===== config.mk =====
export PLATFORM = sky130hd
export DESIGN_NAME = loop_interval_monitor
export DESIGN_NICKNAME = d
export VERILOG_FILES = /design/src/rtl/lim_pkg.sv /design/src/rtl/lim_front.sv /design/src/rtl/lim_queue.sv /design/src/rtl/lim_back.sv /design/src/rtl/loop_interval_monitor.sv
export SDC_FILE = /design/constraint.sdc
export NUM_CORES = 1
export LEC_CHECK = 0
export BUFFER_PORTS_ARGS = -buffer_cell sky130_fd_sc_hd__buf_2
export CAP_MARGIN = 15
export CORE_MARGIN = 4
export CORE_UTILIZATION = 24
export DETAILED_ROUTE_END_ITERATION = 16
export PLACE_DENSITY = 0.41
export SYNTH_ARGS = -nofsm -noshare
export SYNTH_HDL_FRONTEND = slang
export SYNTH_SLANG_ARGS = --single-unit
export TNS_END_PERCENT = 20

===== constraint.sdc =====
create_clock -name clk_i -period 3.9 [get_ports clk_i]
set_input_delay 0.78 -clock clk_i [delete_from_list [all_inputs] [get_ports clk_i]]
set_output_delay 0.78 -clock clk_i [all_outputs]
set_load 0.01 [all_outputs]

===== src/rtl/lim_pkg.sv =====
// Shared types and constants for the loop interval monitor.
// Used by the front classifier, the command queue, the back end and the top level.
// No dependencies.
package lim_pkg;

  localparam int TIME_WIDTH  = 48;
  localparam int COUNT_WIDTH = 32;
  localparam int SUM_WIDTH   = 64;
  localparam int FIFO_DEPTH  = 2;

  localparam logic KIND_SAMPLE = 1'b0;
  localparam logic KIND_REPORT = 1'b1;

  typedef enum logic [1:0] {
    CMD_NONE,
    CMD_EDGE,
    CMD_REPORT
  } lim_cmd_e;

  typedef struct packed {
    lim_cmd_e              cmd;
    logic [TIME_WIDTH-1:0] interval;
  } lim_cmd_t;

endpackage


===== src/rtl/lim_front.sv =====
// Front part of the loop interval monitor: accepts transactions, tracks the toggle
// level and the last edge time, and turns each item into a command for the back end.
// Depends on lim_pkg.
module lim_front import lim_pkg::*; (
  input  logic                  clk_i,
  input  logic                  rst_ni,
  input  logic                  in_valid_i,
  output logic                  in_ready_o,
  input  logic                  kind_i,
  input  logic                  toggle_level_i,
  input  logic [TIME_WIDTH-1:0] now_us_i,
  output logic                  push_o,
  output lim_cmd_t              cmd_o,
  input  logic                  queue_ready_i
);

  logic                  seen_level_q, seen_level_d;
  logic                  have_prev_q, have_prev_d;
  logic [TIME_WIDTH-1:0] prev_time_q, prev_time_d;
  logic                  accept;
  logic                  change;

  assign in_ready_o = queue_ready_i;
  assign accept     = in_valid_i && queue_ready_i;
  assign push_o     = accept;
  assign change     = (kind_i == KIND_SAMPLE) && (toggle_level_i != seen_level_q);

  always_comb begin
    seen_level_d  = seen_level_q;
    have_prev_d   = have_prev_q;
    prev_time_d   = prev_time_q;
    cmd_o.interval = now_us_i - prev_time_q;
    if (kind_i == KIND_REPORT) begin
      cmd_o.cmd = CMD_REPORT;
    end else if (change && have_prev_q) begin
      cmd_o.cmd = CMD_EDGE;
    end else begin
      cmd_o.cmd = CMD_NONE;
    end
    if (accept && change) begin
      seen_level_d = toggle_level_i;
      have_prev_d  = 1'b1;
      prev_time_d  = now_us_i;
    end
  end

  always_ff @(posedge clk_i or negedge rst_ni) begin
    if (!rst_ni) begin
      seen_level_q <= 1'b0;
      have_prev_q  <= 1'b0;
      prev_time_q  <= '0;
    end else begin
      seen_level_q <= seen_level_d;
      have_prev_q  <= have_prev_d;
      prev_time_q  <= prev_time_d;
    end
  end

endmodule


===== src/rtl/lim_queue.sv =====
// Short command queue between the front classifier and the back end.
// Holds FIFO_DEPTH commands in registers. Depends on lim_pkg.
module lim_queue import lim_pkg::*; (
  input  logic     clk_i,
  input  logic     rst_ni,
  input  logic     push_i,
  input  lim_cmd_t data_i,
  output logic     ready_o,
  output logic     valid_o,
  input  logic     pop_i,
  output lim_cmd_t data_o
);

  localparam int PTR_W = (FIFO_DEPTH > 1) ? $clog2(FIFO_DEPTH) : 1;
  localparam int CNT_W = $clog2(FIFO_DEPTH + 1);

  lim_cmd_t             mem_q [FIFO_DEPTH];
  logic [PTR_W-1:0]     wr_ptr_q, wr_ptr_d;
  logic [PTR_W-1:0]     rd_ptr_q, rd_ptr_d;
  logic [CNT_W-1:0]     cnt_q, cnt_d;
  logic                 do_push, do_pop;

  assign ready_o = (cnt_q != CNT_W'(FIFO_DEPTH));
  assign valid_o = (cnt_q != '0);
  assign data_o  = mem_q[rd_ptr_q];
  assign do_push = push_i && ready_o;
  assign do_pop  = pop_i && valid_o;

  always_comb begin
    wr_ptr_d = wr_ptr_q;
    rd_ptr_d = rd_ptr_q;
    cnt_d    = cnt_q;
    if (do_push) begin
      wr_ptr_d = (wr_ptr_q == PTR_W'(FIFO_DEPTH - 1)) ? '0 : wr_ptr_q + 1'b1;
    end
    if (do_pop) begin
      rd_ptr_d = (rd_ptr_q == PTR_W'(FIFO_DEPTH - 1)) ? '0 : rd_ptr_q + 1'b1;
    end
    if (do_push && !do_pop) begin
      cnt_d = cnt_q + 1'b1;
    end else if (do_pop && !do_push) begin
      cnt_d = cnt_q - 1'b1;
    end
  end

  always_ff @(posedge clk_i or negedge rst_ni) begin
    if (!rst_ni) begin
      wr_ptr_q <= '0;
      rd_ptr_q <= '0;
      cnt_q    <= '0;
    end else begin
      wr_ptr_q <= wr_ptr_d;
      rd_ptr_q <= rd_ptr_d;
      cnt_q    <= cnt_d;
    end
  end

  always_ff @(posedge clk_i) begin
    if (do_push) begin
      mem_q[wr_ptr_q] <= data_i;
    end
  end

endmodule


===== src/rtl/lim_back.sv =====
// Back part of the loop interval monitor: executes queued commands, keeps the
// interval statistics, runs the bit-serial window average divide and holds the result.
// Depends on lim_pkg.
module lim_back import lim_pkg::*; (
  input  logic                   clk_i,
  input  logic                   rst_ni,
  input  logic                   cmd_valid_i,
  input  lim_cmd_t               cmd_i,
  output logic                   pop_o,
  output logic                   out_valid_o,
  input  logic                   out_ready_i,
  output logic                   edge_seen_o,
  output logic [TIME_WIDTH-1:0]  interval_us_o,
  output logic [TIME_WIDTH-1:0]  max_interval_us_o,
  output logic [TIME_WIDTH-1:0]  average_us_o,
  output logic [COUNT_WIDTH-1:0] total_intervals_o
);

  localparam int DIV_STEPS = SUM_WIDTH;
  localparam int STEP_W    = $clog2(DIV_STEPS);

  typedef enum logic {
    ST_RUN,
    ST_DIV
  } state_e;

  state_e                 state_q;
  logic                   out_valid_q;
  logic                   edge_q;
  logic [TIME_WIDTH-1:0]  last_q;
  logic [TIME_WIDTH-1:0]  max_q;
  logic [TIME_WIDTH-1:0]  avg_q;
  logic [COUNT_WIDTH-1:0] count_q;
  logic [SUM_WIDTH-1:0]   wsum_q;
  logic [COUNT_WIDTH-1:0] wcount_q;
  logic [SUM_WIDTH-1:0]   quo_q;
  logic [COUNT_WIDTH:0]   rem_q;
  logic [COUNT_WIDTH-1:0] divisor_q;
  logic [STEP_W-1:0]      step_q;

  logic [SUM_WIDTH:0]     sum_ext;
  logic [SUM_WIDTH-1:0]   sum_sat;
  logic [COUNT_WIDTH:0]   rem_shift;
  logic [COUNT_WIDTH:0]   rem_next;
  logic [SUM_WIDTH-1:0]   quo_next;
  logic                   fits;
  logic [TIME_WIDTH-1:0]  quo_sat;

  assign pop_o = (state_q == ST_RUN) && cmd_valid_i && (!out_valid_q || out_ready_i);

  always_comb begin
    sum_ext   = {1'b0, wsum_q} + (SUM_WIDTH + 1)'(cmd_i.interval);
    sum_sat   = sum_ext[SUM_WIDTH] ? '1 : sum_ext[SUM_WIDTH-1:0];
    rem_shift = {rem_q[COUNT_WIDTH-1:0], quo_q[SUM_WIDTH-1]};
    fits      = rem_shift >= {1'b0, divisor_q};
    rem_next  = fits ? rem_shift - {1'b0, divisor_q} : rem_shift;
    quo_next  = {quo_q[SUM_WIDTH-2:0], fits};
    quo_sat   = (quo_next[SUM_WIDTH-1:TIME_WIDTH] != '0) ? '1
                                                           : quo_next[TIME_WIDTH-1:0];
  end

  always_ff @(posedge clk_i or negedge rst_ni) begin
    if (!rst_ni) begin
      state_q     <= ST_RUN;
      out_valid_q <= 1'b0;
      edge_q      <= 1'b0;
      last_q      <= '0;
      max_q       <= '0;
      avg_q       <= '0;
      count_q     <= '0;
      wsum_q      <= '0;
      wcount_q    <= '0;
      quo_q       <= '0;
      rem_q       <= '0;
      divisor_q   <= '0;
      step_q      <= '0;
    end else begin
      case (state_q)
        ST_RUN: begin
          if (out_valid_q && out_ready_i) begin
            out_valid_q <= 1'b0;
          end
          if (pop_o) begin
            edge_q <= 1'b0;
            case (cmd_i.cmd)
              CMD_EDGE: begin
                edge_q      <= 1'b1;
                out_valid_q <= 1'b1;
                last_q      <= cmd_i.interval;
                if (cmd_i.interval > max_q) begin
                  max_q <= cmd_i.interval;
                end
                count_q <= count_q + 1'b1;
                wsum_q  <= sum_sat;
                if (wcount_q != '1) begin
                  wcount_q <= wcount_q + 1'b1;
                end
              end
              CMD_REPORT: begin
                wsum_q   <= '0;
                wcount_q <= '0;
                if (wcount_q == '0) begin
                  out_valid_q <= 1'b1;
                end else begin
                  out_valid_q <= 1'b0;
                  quo_q       <= wsum_q;
                  rem_q       <= '0;
                  divisor_q   <= wcount_q;
                  step_q      <= '0;
                  state_q     <= ST_DIV;
                end
              end
              default: begin
                out_valid_q <= 1'b1;
              end
            endcase
          end
        end
        ST_DIV: begin
          quo_q  <= quo_next;
          rem_q  <= rem_next;
          step_q <= step_q + 1'b1;
          if (step_q == STEP_W'(DIV_STEPS - 1)) begin
            avg_q       <= quo_sat;
            out_valid_q <= 1'b1;
            step_q      <= '0;
            state_q     <= ST_RUN;
          end
        end
        default: begin
          state_q <= ST_RUN;
        end
      endcase
    end
  end

  assign out_valid_o       = out_valid_q;
  assign edge_seen_o       = edge_q;
  assign interval_us_o     = last_q;
  assign max_interval_us_o = max_q;
  assign average_us_o      = avg_q;
  assign total_intervals_o = count_q;

  a_div_no_result : assert property (@(posedge clk_i) disable iff (!rst_ni)
    (state_q == ST_DIV) |-> !out_valid_q)
    else $error("result shown while the divide is running");

  a_max_bounds_last : assert property (@(posedge clk_i) disable iff (!rst_ni)
    max_q >= last_q)
    else $error("maximum interval below last interval");

  a_empty_window : assert property (@(posedge clk_i) disable iff (!rst_ni)
    (wcount_q == '0) |-> (wsum_q == '0))
    else $error("window sum nonzero with empty window");

  a_edge_counts : assert property (@(posedge clk_i) disable iff (!rst_ni)
    (pop_o && cmd_i.cmd == CMD_EDGE) |=> (count_q == $past(count_q) + 1'b1))
    else $error("interval count did not advance on an edge");

  a_step_idle : assert property (@(posedge clk_i) disable iff (!rst_ni)
    (state_q == ST_RUN) |-> (step_q == '0))
    else $error("divide step counter active outside the divide");

endmodule


===== src/rtl/loop_interval_monitor.sv =====
// Top level of the loop interval monitor: front classifier, command queue, back end.
// Depends on lim_pkg, lim_front, lim_queue and lim_back.
//
// Channel   Handshake                 Payload
// in        in_valid_i / in_ready_o   kind_i, toggle_level_i, now_us_i
// out       out_valid_o / out_ready_i edge_seen_o, interval_us_o, max_interval_us_o,
//                                     average_us_o, total_intervals_o
//
// Samples and reports with an empty window need no divide in the back end,
// so one transaction per cycle is sustained while the output is taken.
// A report with a nonempty window runs a bit-serial 64 by 32 bit divide.
// The two-entry queue accepts input while the back end divides or the output stalls, until full.
// Reset clears all statistics at once; no clearing pass is needed.
module loop_interval_monitor import lim_pkg::*; (
  input  logic                   clk_i,
  input  logic                   rst_ni,
  input  logic                   in_valid_i,
  output logic                   in_ready_o,
  input  logic                   kind_i,
  input  logic                   toggle_level_i,
  input  logic [TIME_WIDTH-1:0]  now_us_i,
  output logic                   out_valid_o,
  input  logic                   out_ready_i,
  output logic                   edge_seen_o,
  output logic [TIME_WIDTH-1:0]  interval_us_o,
  output logic [TIME_WIDTH-1:0]  max_interval_us_o,
  output logic [TIME_WIDTH-1:0]  average_us_o,
  output logic [COUNT_WIDTH-1:0] total_intervals_o
);

  logic     push;
  lim_cmd_t push_cmd;
  logic     queue_ready;
  logic     queue_valid;
  logic     pop;
  lim_cmd_t pop_cmd;

  lim_front u_front (
    .clk_i         (clk_i),
    .rst_ni        (rst_ni),
    .in_valid_i    (in_valid_i),
    .in_ready_o    (in_ready_o),
    .kind_i        (kind_i),
    .toggle_level_i(toggle_level_i),
    .now_us_i      (now_us_i),
    .push_o        (push),
    .cmd_o         (push_cmd),
    .queue_ready_i (queue_ready)
  );

  lim_queue u_queue (
    .clk_i  (clk_i),
    .rst_ni (rst_ni),
    .push_i (push),
    .data_i (push_cmd),
    .ready_o(queue_ready),
    .valid_o(queue_valid),
    .pop_i  (pop),
    .data_o (pop_cmd)
  );

  lim_back u_back (
    .clk_i            (clk_i),
    .rst_ni           (rst_ni),
    .cmd_valid_i      (queue_valid),
    .cmd_i            (pop_cmd),
    .pop_o            (pop),
    .out_valid_o      (out_valid_o),
    .out_ready_i      (out_ready_i),
    .edge_seen_o      (edge_seen_o),
    .interval_us_o    (interval_us_o),
    .max_interval_us_o(max_interval_us_o),
    .average_us_o     (average_us_o),
    .total_intervals_o(total_intervals_o)
  );

endmodule

==> flow_metrics.py, run 1 <==
metrics = {
    "synthesis": {
        "synth_sequential_area_ratio": 0.468,
        "synthesized_area_fraction_occupied_by_ao_oa_aoi_and_oai_cells": 0.153,
        "synth_xor_area_frac": 0.0508,
        "postSynthAreaPerCell_um2": 10.1,
        "synth_top_family_by_area": "compound AO/OA/AOI/OAI gates",
        "netlist-cell-type-count": 76,
        "synth_area_mm2": 0.0312,
        "syn-num-nets": 3329,
        "synth_top_flop_cell": "dfrtp_1",
        "synth_async_sr_flop_share": 0.822,
        "synth_edf_count": 100,
        "synth.top_cell.area_share": 0.371,
        "cell_count_after_synthesis": 3090,
        "synth.ff_latch_count": 563,
        "synth-warning-count": 0,
        "synthDominantAreaCellType": "dfrtp_1",
        "synthMuxAreaShare": 0.0883,
        "synthAdderAreaFrac": 0.0749,
        "post_synth_main_area_contributors": "dfrtp_1 (37%), edfxtp_1 (9.6%), ha_1 (7.3%), mux2_2 (6.4%), nand2_1 (4.2%)",
        "synth-simple-area-share": 0.124,
    },
    "detailed_routing": {
        "final_antenna_net_count": 0,
        "top_layer": "met5",
        "drt_via_density": 4.53,
        "met3_wire_len_um": 3960,
        "wl_per_cell_um": 18.2,
        "drc": 0,
        "drt-total-wl_um": 95900,
        "drt-initial-drc-count": 1235,
        "route.layer.met1.wl_um": 46800,
        "vias_after_detailed_routing": 23920,
        "drt_first_pass_iters": 5,
        "met2WireLength_um": 43100,
    },
    "clock_tree": {
        "ctsLongestPathBuffers": 3,
        "clock_latency_ps": 630,
        "cts_buffers": 73,
        "clkSinkCount": 563,
        "clock_pin_slew_of_the_registers_on_the_worst_case_setup_and_hold_paths_ps": 60,
        "cts-root-buf": "clkbuf_16",
        "cts-hold-fix-buffers": 0,
        "clock_tree_from_tritoncts": "done",
        "cts_max_level": 3,
    },
    "finish": {
        "area_growth_syn_to_layout_pct": 24.7,
        "layout_commonest_cell": "dfrtp_1",
        "layout-drive-gt1-share": 0.238,
        "multi_input_gate_area_in_the_final_layout_mm2": 0.0158,
        "final_cell_area_mm2": 0.0389,
        "final.fill_count": 13603,
        "final_cell_mix": "dfrtp_1 (461), nand2_1 (348), buf_2 (231)",
        "seq_area_mm2": 0.0146,
        "layout_nets": 3708,
    },
    "setup_path": {
        "worst-path-buf-inv": 4,
        "kind_of_cell_with_the_highest_combined_delay_on_the_critical_path": "compound AO/OA/AOI/OAI gates",
        "critPathArrivalTime_ps": 4360,
        "worstSetupStartpointType": "flop",
        "timing.critical_path.mode_cell": "buf_4",
        "crit_path_max_fanout": 4,
        "worstPathCellList": "buf_4 > mux2i_2 > inv_1 > ha_1 > fa_1 > a211oi_2 > o21a_1 > a2bb2oi_4 > a311oi_2 > nor4b_2 > buf_4 > o31ai_1 > buf_4 > a2111oi_1 > nor2_1 > xnor2_1 > a21oi_1",
        "end_kind": "flop",
        "data_required_time_at_the_worst_endpoint_ps": 4460,
        "crit_type": "flop to flop",
        "critical_path.max_stage_delay_ps": 410,
        "critical_path.slowest_cell": "dfrtp_2",
    },
    "run_status": {
        "run_status": "finished, final reports clean",
    },
    "placement": {
        "port_buffers": 232,
        "dpl-instance-area_mm2": 0.0357,
        "gpl.final_weighted_congestion": 0.815,
        "dpl_hpwl_um": 70500,
    },
    "sta": {
        "timing.slew.headroom": 0.409,
        "setup_viol": 0,
        "rsz0062_at_grt": "true",
        "pin_slew_with_the_least_headroom_to_its_limit_ps": 886,
        "period_share": 0.975,
        "maxSlewViolCount": 0,
        "finalCriticalPeriod_ps": 3800,
        "final.setup_skew_ps": 21.0,
        "count_of_endpoints_failing_hold_in_the_final_timing_report": 0,
        "fin_hold_ws_ps": 122,
        "fmax_mhz": 263,
    },
    "flow_run": {
        "max-cap-violations": 0,
    },
    "floorplanning": {
        "die_h_um": 369,
        "start_util": 0.241,
        "area_of_the_die_mm2": 0.136,
        "die_w_um": 369,
        "fp.coreArea_mm2": 0.129,
        "boundaryPins": 233,
        "count_of_standard_cell_rows": 132,
    },
    "global_route": {
        "grt_overflow": 0,
        "number_of_antenna_violations_at_the_first_check_in_global_routing": 10,
        "first_global_vias": 24203,
        "gr-usage-all-layers": 0.138,
        "grt_start_max_net_pins": 214,
        "wire_length_of_the_first_global_routing_pass_um": 148000,
    },
    "hold_path": {
        "min_path_type": "input port to asynchronous set/reset pin",
    },
    "power_and_ir_drop": {
        "cellLeakagePower_nw": 17.4,
        "pwr_density_cell_mw_per_mm2": 954,
        "power.ir.vdd_worst_v": 0.000418,
    },
}
## metal layers
layer,vias up,global-route usage
met5,-,0
met4,6,0.0358
met3,107,0.0260
met2,377,0.216
met1,11587,0.196
li1,11843,-
## power by group
group          internal [W]  leakage, nW  total, W  switching [W]
clock network       0.00437         1.24   0.00715        0.00279
registers           0.00843         6.67   0.00983        0.00140
logic               0.00890         9.52    0.0201         0.0112
## logic make-up after synthesis
family,after synthesis
DFF,563
AOI/OAI and AO/OA,751
muxes,253
buffers and inverters,328
adders and majority gates,185
xor gates and xnor gates,181
and+or+nand+nor,829
## cell usage after synthesis, types with 18 or more instances
cell,n
o21bai_1,25
nor2_1,151
nor4_1,18
o31ai_1,35
edfxtp_1,100
nand4_1,65
mux2_2,177
nand2_1,351
a31oi_1,21
nor2b_1,21
a21oi_1,166
nand3_1,80
o21ai_0,233
xnor2_1,108
and3_1,28
xor2_1,73
o211ai_1,21
a21o_1,95
clkbuf_1,120
o22a_1,52
ha_1,182
inv_1,183
mux2i_1,76
nor3_1,32
dfrtp_1,463
## sequential cells by signal, indices dropped and copies added, names as in the netlist, 2 cells and up
register and count:
u_front.prev_time_q 48, u_back.divisor_q 32, u_queue.mem_q 100, u_back.step_q 6
u_back.wsum_q 64, u_back.rem_q 32, u_back.max_interval_us_o 48, u_back.total_intervals_o 32
u_back.interval_us_o 48, u_back.quo_q 64, u_back.wcount_q 32, u_back.average_us_o 48
u_queue.cnt_q 2
## worst paths after layout
kind / start / to / slack (ps) / depth (start not counted)
max: u_queue.rd_ptr_q / u_back.wsum_q[40] / 100 / 17
min reg2reg: u_back.total_intervals_o[31] / u_back.total_intervals_o[31] / 470 / 1
min in group clk_i: now_us_i[42] / u_front.prev_time_q[42] / 380 / 3
max in group asynchronous: rst_ni / u_front.prev_time_q[36] / 2900 / 2
max reg2reg: u_queue.rd_ptr_q / u_back.wsum_q[40] / 100 / 17
min: rst_ni / u_back.average_us_o[3] / 120 / 1
## timing repair
action / in CTS / in global routing
resized for setup: 3 / 73
pin swaps: 0 / 15
cloned: 0 / 8
buffers inserted: 0 / 17
endpoints found under the setup margin: 2 / 65
## layout make-up
type                       count  area share
clock buffer                  93      0.0520
inverter                     183      0.0177
sequential                   563       0.375
timing repair buffer         448      0.0806
multi-input combinational   2200       0.405
tap                         1742      0.0560
clock inverter                42      0.0134
antenna                        5    0.000322
## stage by stage
step	total power (W)	setup TNS, ps	utilization	instances	setup slack (ps)
finish	0.0371	0	0.301	5276	97.7
global route	0.0403	-319	0.301	5271	-77.3
detailed placement	0.0293	-1200	0.276	5111	-170
floorplan	0.0221	0	-	3090	11.9
CTS	0.0368	0	0.296	5246	40.5
global placement	0.0293	-1580	0.276	5111	-195
(Power assumes the default switching activity.)
==> run 2: changes to the inputs <==
HOLD_SLACK_MARGIN = 0.03   (was default)
SETUP_SLACK_MARGIN = 0.1   (was default)
==> run 2 against run 1 <==
Net effect:
- sequential share of layout area increased by 0.13 points
- count of clock-buffer cells in the layout increased by 8
- sequential cell count unchanged
- worst hold slack got worse by 28 ps
- via count about the same
- largest cell class unchanged
==> flow_metrics.py, run 2 (same netlist as run 1, synthesis figures left out) <==
metrics = {
    "run_status": {
        "run_status": "finished, final reports clean",
    },
    "power_and_ir_drop": {
        "pwr_density_cell_mw_per_mm2": 951,
        "cellLeakagePower_nw": 17.4,
        "sw_frac_of_total": 0.417,
        "clock_power_share": 0.186,
        "power_share_of_the_sequential_group": 0.270,
        "pwr-share-comb": 0.544,
        "internal_power_w": 0.0215,
        "power.switching_w": 0.0154,
        "power.ir.vdd_worst_v": 0.000350,
    },
    "sta": {
        "fmax_mhz": 269,
        "count_of_endpoints_failing_hold_in_the_final_timing_report": 0,
        "setup_viol": 0,
        "final.setup_skew_ps": 31.5,
        "pin_slew_with_the_least_headroom_to_its_limit_ps": 942,
        "finalCriticalPeriod_ps": 3710,
        "period_share": 0.952,
        "setup_tns_ps": 0,
        "maxSlewViolCount": 0,
        "rsz0062_at_grt": "true",
        "timing.slew.headroom": 0.372,
    },
    "global_route": {
        "first_global_vias": 24108,
        "grt_start_max_net_pins": 214,
        "gr-usage-all-layers": 0.138,
        "wire_length_of_the_first_global_routing_pass_um": 147000,
        "grt_overflow": 0,
        "number_of_antenna_violations_at_the_first_check_in_global_routing": 5,
    },
    "setup_path": {
        "launching_instance_or_port_of_the_critical_path": "u_queue.rd_ptr_q",
        "critPathArrivalTime_ps": 4250,
        "setup.worst_path.end": "u_back.max_interval_us_o[28]",
        "crit_path_max_fanout": 16,
        "worstSetupStartpointType": "flop",
        "regToRegSetupSlack_ps": 190,
        "cp_num_cells": 17,
        "worst-path-buf-inv": 6,
        "kind_of_cell_with_the_highest_combined_delay_on_the_critical_path": "compound AO/OA/AOI/OAI gates",
        "data_required_time_at_the_worst_endpoint_ps": 4430,
        "end_kind": "flop",
        "worstPathCellList": "buf_4 > buf_4 > mux2_4 > buf_4 > ha_1 > o21a_1 > o21a_1 > o21a_1 > o21a_1 > o211ai_1 > a211oi_2 > buf_4 > o21bai_1 > a21oi_4 > buf_12 > buf_12 > mux2_2",
        "critical_path.max_stage_delay_ps": 430,
        "depth_of_the_worst_register_to_register_path": 17,
        "crit-reg2reg-launch": "u_queue.rd_ptr_q",
        "crit_type": "flop to flop",
        "critical_path.slowest_cell": "dfrtp_2",
        "regToRegEndpoint": "u_back.max_interval_us_o[28]",
    },
    "placement": {
        "dpl_hpwl_um": 71400,
        "dpl-instance-area_mm2": 0.0358,
        "gpl.final_weighted_congestion": 0.810,
        "place_inst": 5134,
        "port_buffers": 232,
    },
    "detailed_routing": {
        "met3_wire_len_um": 3770,
        "drt_first_pass_iters": 5,
        "drc": 0,
        "route.layer.met1.wl_um": 46500,
        "vias_after_detailed_routing": 23902,
        "met2WireLength_um": 43200,
        "final_antenna_net_count": 0,
        "drt-initial-drc-count": 1210,
        "drt_via_density": 4.53,
        "top_layer": "met5",
        "wl_per_cell_um": 18.1,
        "drt-total-wl_um": 95800,
    },
    "finish": {
        "multi_input_gate_area_in_the_final_layout_mm2": 0.0157,
        "top_regs": "u_queue.mem_q: 100 flops, u_back.quo_q: 64 flops, u_back.wsum_q: 64 flops",
        "largest-register": "u_queue.mem_q",
        "seq_area_mm2": 0.0146,
        "layout_nets": 3721,
        "instances_no_fill": 5282,
        "final_cell_area_mm2": 0.0388,
        "layout-drive-gt1-share": 0.238,
        "final.fill_count": 13570,
        "final_cell_mix": "dfrtp_1 (461), nand2_1 (347), buf_2 (231)",
        "largest_reg_flops": 100,
        "area_growth_syn_to_layout_pct": 24.3,
        "layout_commonest_cell": "dfrtp_1",
    },
    "floorplanning": {
        "area_of_the_die_mm2": 0.136,
        "count_of_standard_cell_rows": 132,
        "start_util": 0.241,
        "die_w_um": 369,
        "die_h_um": 369,
        "boundaryPins": 233,
        "fp.coreArea_mm2": 0.129,
    },
    "clock_tree": {
        "clock_tree_from_tritoncts": "done",
        "cts_max_level": 3,
        "ctsLongestPathBuffers": 3,
        "cts_buffers": 74,
        "clock_latency_ps": 670,
        "cts-hold-fix-buffers": 0,
        "clkSinkCount": 563,
        "clock_pin_slew_of_the_registers_on_the_worst_case_setup_and_hold_paths_ps": 60,
        "cts-root-buf": "clkbuf_16",
    },
    "hold_path": {
        "min_path_type": "input port to asynchronous set/reset pin",
    },
    "flow_run": {
        "max-cap-violations": 0,
    },
}
[run 2: per-layer routing]
metal,vias up,GRT usage
li1,11863,-
met1,11540,0.194
met2,370,0.216
met3,121,0.0285
met4,8,0.0376
met5,-,0
[run 2: final cells by class]
class	count	share of cell area
multi-input combinational	2199	0.405
sequential	563	0.376
inverter	183	0.0177
clock inverter	32	0.00839
antenna	1	0.0000645
clock buffer	101	0.0549
tap	1742	0.0562
timing repair buffer	461	0.0814
[run 2: worst min path at each step]
| stage | endpoint | slack [ps] |
|---|---|---|
| global placement | u_front.have_prev_q | 450 |
| CTS | u_back.average_us_o[1] | 60 |
| floorplan | u_front.have_prev_q | 430 |
| detailed placement | u_front.have_prev_q | 450 |
| finish | u_back.rem_q[29] | 90 |
| global route | u_back.rem_q[25] | 90 |
[run 2: metrics by stage]
stage | hold slack [ps] | util | power (W) | setup WS [ps]
6_report | 94.6 | 0.300 | 0.0369 | 188
5_1_grt | 91.1 | 0.300 | 0.0400 | -17.8
4_1_cts | 56.3 | 0.296 | 0.0368 | 60.6
3_5_place_dp | 449 | 0.277 | 0.0295 | -31.5
3_3_place_gp | 446 | 0.277 | 0.0296 | -105
2_1_floorplan | 430 | - | 0.0221 | 112
[run 2: repair_timing]
action | in CTS | in global routing
endpoints found under the setup margin | 79 | 103
hold endpoints to repair | 0 | 0
setup buffers | 1 | 11
pin swaps | 1 | 26
gates resized for setup | 7 | 60
gates cloned | 0 | 2
[run 2: power groups by stage]
stage	Clock (W)	Sequential, W	Combinational, W
after floorplan	0	0.00961	0.0125
after global placement	0	0.0101	0.0195
after detailed placement	0	0.0101	0.0195
after CTS	0.00716	0.00998	0.0197
after global routing	0.00738	0.0102	0.0224
final	0.00687	0.00996	0.0200
==> run 3: changes to the inputs <==
ABC_AREA = 1   (was default)
==> run 3 against run 2 <==
Net effect:
- global-route usage increased by 3.6 points
- cell area increased by 8.6%
- setup slack improved by 160 ps
- die area increased by 14%
- count of clock-buffer cells in the layout decreased by 5
- largest cell class unchanged
- largest power group unchanged
==> flow_metrics.py, run 3 <==
metrics = {
    "run_status": {
        "run_status": "finished, final reports clean",
    },
    "sta": {
        "maxSlewViolCount": 0,
        "pin_slew_with_the_least_headroom_to_its_limit_ps": 1030,
        "period_share": 0.910,
        "setup_tns_ps": 0,
        "timing.slew.headroom": 0.312,
        "fmax_mhz": 282,
        "finalCriticalPeriod_ps": 3550,
        "setup_viol": 0,
        "final.setup_skew_ps": 38.7,
        "setup_slack_ps": 351,
        "count_of_endpoints_failing_hold_in_the_final_timing_report": 0,
        "rsz0062_at_grt": "true",
    },
    "finish": {
        "layout-drive-gt1-share": 0.0976,
        "multi_input_gate_area_in_the_final_layout_mm2": 0.0177,
        "final.fill_count": 16131,
        "layout_commonest_cell": "nand2_1",
        "largest_reg_flops": 100,
        "largest-register": "u_queue.mem_q",
        "area_growth_syn_to_layout_pct": 17.7,
        "layout_nets": 5457,
        "final_cell_mix": "nand2_1 (1653), inv_1 (747), dfrtp_1 (462)",
        "seq_area_mm2": 0.0146,
        "top_regs": "u_queue.mem_q: 100 flops, u_back.quo_q: 64 flops, u_back.wsum_q: 64 flops",
    },
    "detailed_routing": {
        "drt_via_density": 4.54,
        "drc": 0,
        "drt-initial-drc-count": 2397,
        "wl_per_cell_um": 19.2,
        "drt_first_pass_iters": 6,
        "vias_after_detailed_routing": 32759,
        "final_antenna_net_count": 0,
        "drt-total-wl_um": 138000,
    },
    "clock_tree": {
        "clkSinkCount": 563,
        "cts-hold-fix-buffers": 0,
        "cts_max_level": 3,
        "clock_tree_from_tritoncts": "done",
        "ctsLongestPathBuffers": 3,
        "cts_buffers": 74,
        "cts.repair_timing.setup_buffer_count": 0,
        "clock_pin_slew_of_the_registers_on_the_worst_case_setup_and_hold_paths_ps": 60,
        "cts-root-buf": "clkbuf_16",
        "clock_latency_ps": 660,
    },
    "setup_path": {
        "data_required_time_at_the_worst_endpoint_ps": 4430,
        "crit_path_max_fanout": 27,
        "critPathArrivalTime_ps": 4080,
        "crit_type": "flop to flop",
        "worstSetupStartpointType": "flop",
        "end_kind": "flop",
    },
    "synthesis": {
        "synth.most_common_cell": "nand2_1",
        "netlist-cell-type-count": 51,
        "syn-num-nets": 5205,
        "synth-warning-count": 0,
        "netlist_top_cells_count": "nand2_1 (1655), inv_1 (748), dfrtp_1 (463)",
        "cell_count_after_synthesis": 4966,
        "synth_area_mm2": 0.0358,
        "post_synth_main_area_contributors": "dfrtp_1 (32%), nand2_1 (17%), edfxtp_1 (8.4%), inv_1 (7.8%), ha_1 (6.4%)",
        "synth.ff_latch_count": 563,
        "synthDominantAreaCellType": "dfrtp_1",
        "synth_async_sr_flop_share": 0.822,
        "synth_sequential_area_ratio": 0.408,
        "postSynthAreaPerCell_um2": 7.20,
        "synth_edf_count": 100,
        "synth.top_cell.area_share": 0.324,
        "synth_top_flop_cell": "dfrtp_1",
    },
    "placement": {
        "gpl.final_weighted_congestion": 0.933,
        "dpl_hpwl_um": 110000,
        "port_buffers": 232,
        "dp_worst_setup_slack_ps": 187,
    },
    "power_and_ir_drop": {
        "cellLeakagePower_nw": 20.8,
        "power.ir.vdd_worst_v": 0.000515,
        "pwr_density_cell_mw_per_mm2": 938,
    },
    "floorplanning": {
        "die_w_um": 394,
        "start_util": 0.242,
        "die_h_um": 394,
        "fp.coreArea_mm2": 0.148,
        "count_of_standard_cell_rows": 141,
        "area_of_the_die_mm2": 0.155,
        "boundaryPins": 233,
    },
    "hold_path": {
        "min_path_type": "input port to asynchronous set/reset pin",
    },
    "global_route": {
        "gr-usage-all-layers": 0.174,
        "grt_start_max_net_pins": 108,
        "wire_length_of_the_first_global_routing_pass_um": 208000,
        "number_of_antenna_violations_at_the_first_check_in_global_routing": 4,
        "first_global_vias": 31732,
        "grt_overflow": 0,
    },
    "flow_run": {
        "max-cap-violations": 0,
    },
}
[run 3: stage by stage]
stage                     instances   util  total power, W  area [µm²]  hold WS, ps
after floorplan                4966      -          0.0238       35800          423
after global placement         7072  0.267          0.0322       39500          440
after detailed placement       7072  0.267          0.0321       39500          449
after CTS                      7204  0.284          0.0398       42100         83.3
after global routing           7204  0.284          0.0428       42100         76.3
final                          7209  0.284          0.0395       42100         45.8
[run 3: report_power, final]
part | internal (W) | switching (W)
logic | 0.00679 | 0.0155
clock network | 0.00452 | 0.00285
registers | 0.00845 | 0.00136
[run 3: worst paths after layout]
kind                                startpoint                      end  slack, ps  cells past startpoint
setup / recovery              u_queue.rd_ptr_q        u_back.wsum_q[51]        350                     18
hold / removal                          rst_ni  u_front.prev_time_q[16]         50                      1
setup reg to reg              u_queue.rd_ptr_q        u_back.wsum_q[51]        350                     18
hold reg to reg            u_front.have_prev_q      u_front.have_prev_q        460                      2
max in group asynchronous               rst_ni  u_back.average_us_o[44]       2620                      2
min in group clk_i                now_us_i[47]  u_front.prev_time_q[47]        390                      2
[run 3: per-layer routing]
layer  GRT usage  wire length, µm  vias to the layer above  part of all wire
li1            -                -                    16386                 -
met1       0.250            67400                    15481              0.49
met2       0.272            60700                      731              0.44
met3      0.0248             6290                      153             0.045
met4      0.0502             3820                        8             0.028
met5           0               58                        -           0.00042
[run 3: critical path, stage by stage (launching register included)]
cell,delay [ps]
dfrtp_1,380
buf_4,340
buf_4,360
nand2_1,80
nand2_1,340
ha_1,360
nand2_1,150
inv_1,50
nand2_1,60
nand2_1,80
nand2_1,70
nand2_1,130
nand3b_1,470
nand2_1,250
nand2_1,70
nand2_1,60
nand3_1,60
nand2_1,60
nand2_1,50
[run 3: layout make-up]
class                      count  area share
multi-input combinational   3504       0.420
sequential                   563       0.347
inverter                     763      0.0682
tap                         1930      0.0574
clock buffer                  96      0.0506
timing repair buffer         312      0.0454
clock inverter                36      0.0112
antenna                        5    0.000297
[run 3: cells by family after synthesis]
| family | Yosys count | share of synthesized area |
|---|---|---|
| simple gates | 2536 | 0.290 |
| buf+inv | 899 | 0.0988 |
| compound gates | 644 | 0.104 |
| flops | 563 | 0.408 |
| fa+ha+maj | 185 | 0.0653 |
| xor+xnor | 137 | 0.0335 |
| mux | 2 | 0.000630 |
[run 3: what timing repair did]
| action | 4_1_cts | 5_1_grt |
|---|---|---|
| gates resized for setup | 0 | 5 |
| endpoints found under the setup margin | 0 | 109 |
| endpoints found under the hold margin | 0 | 0 |
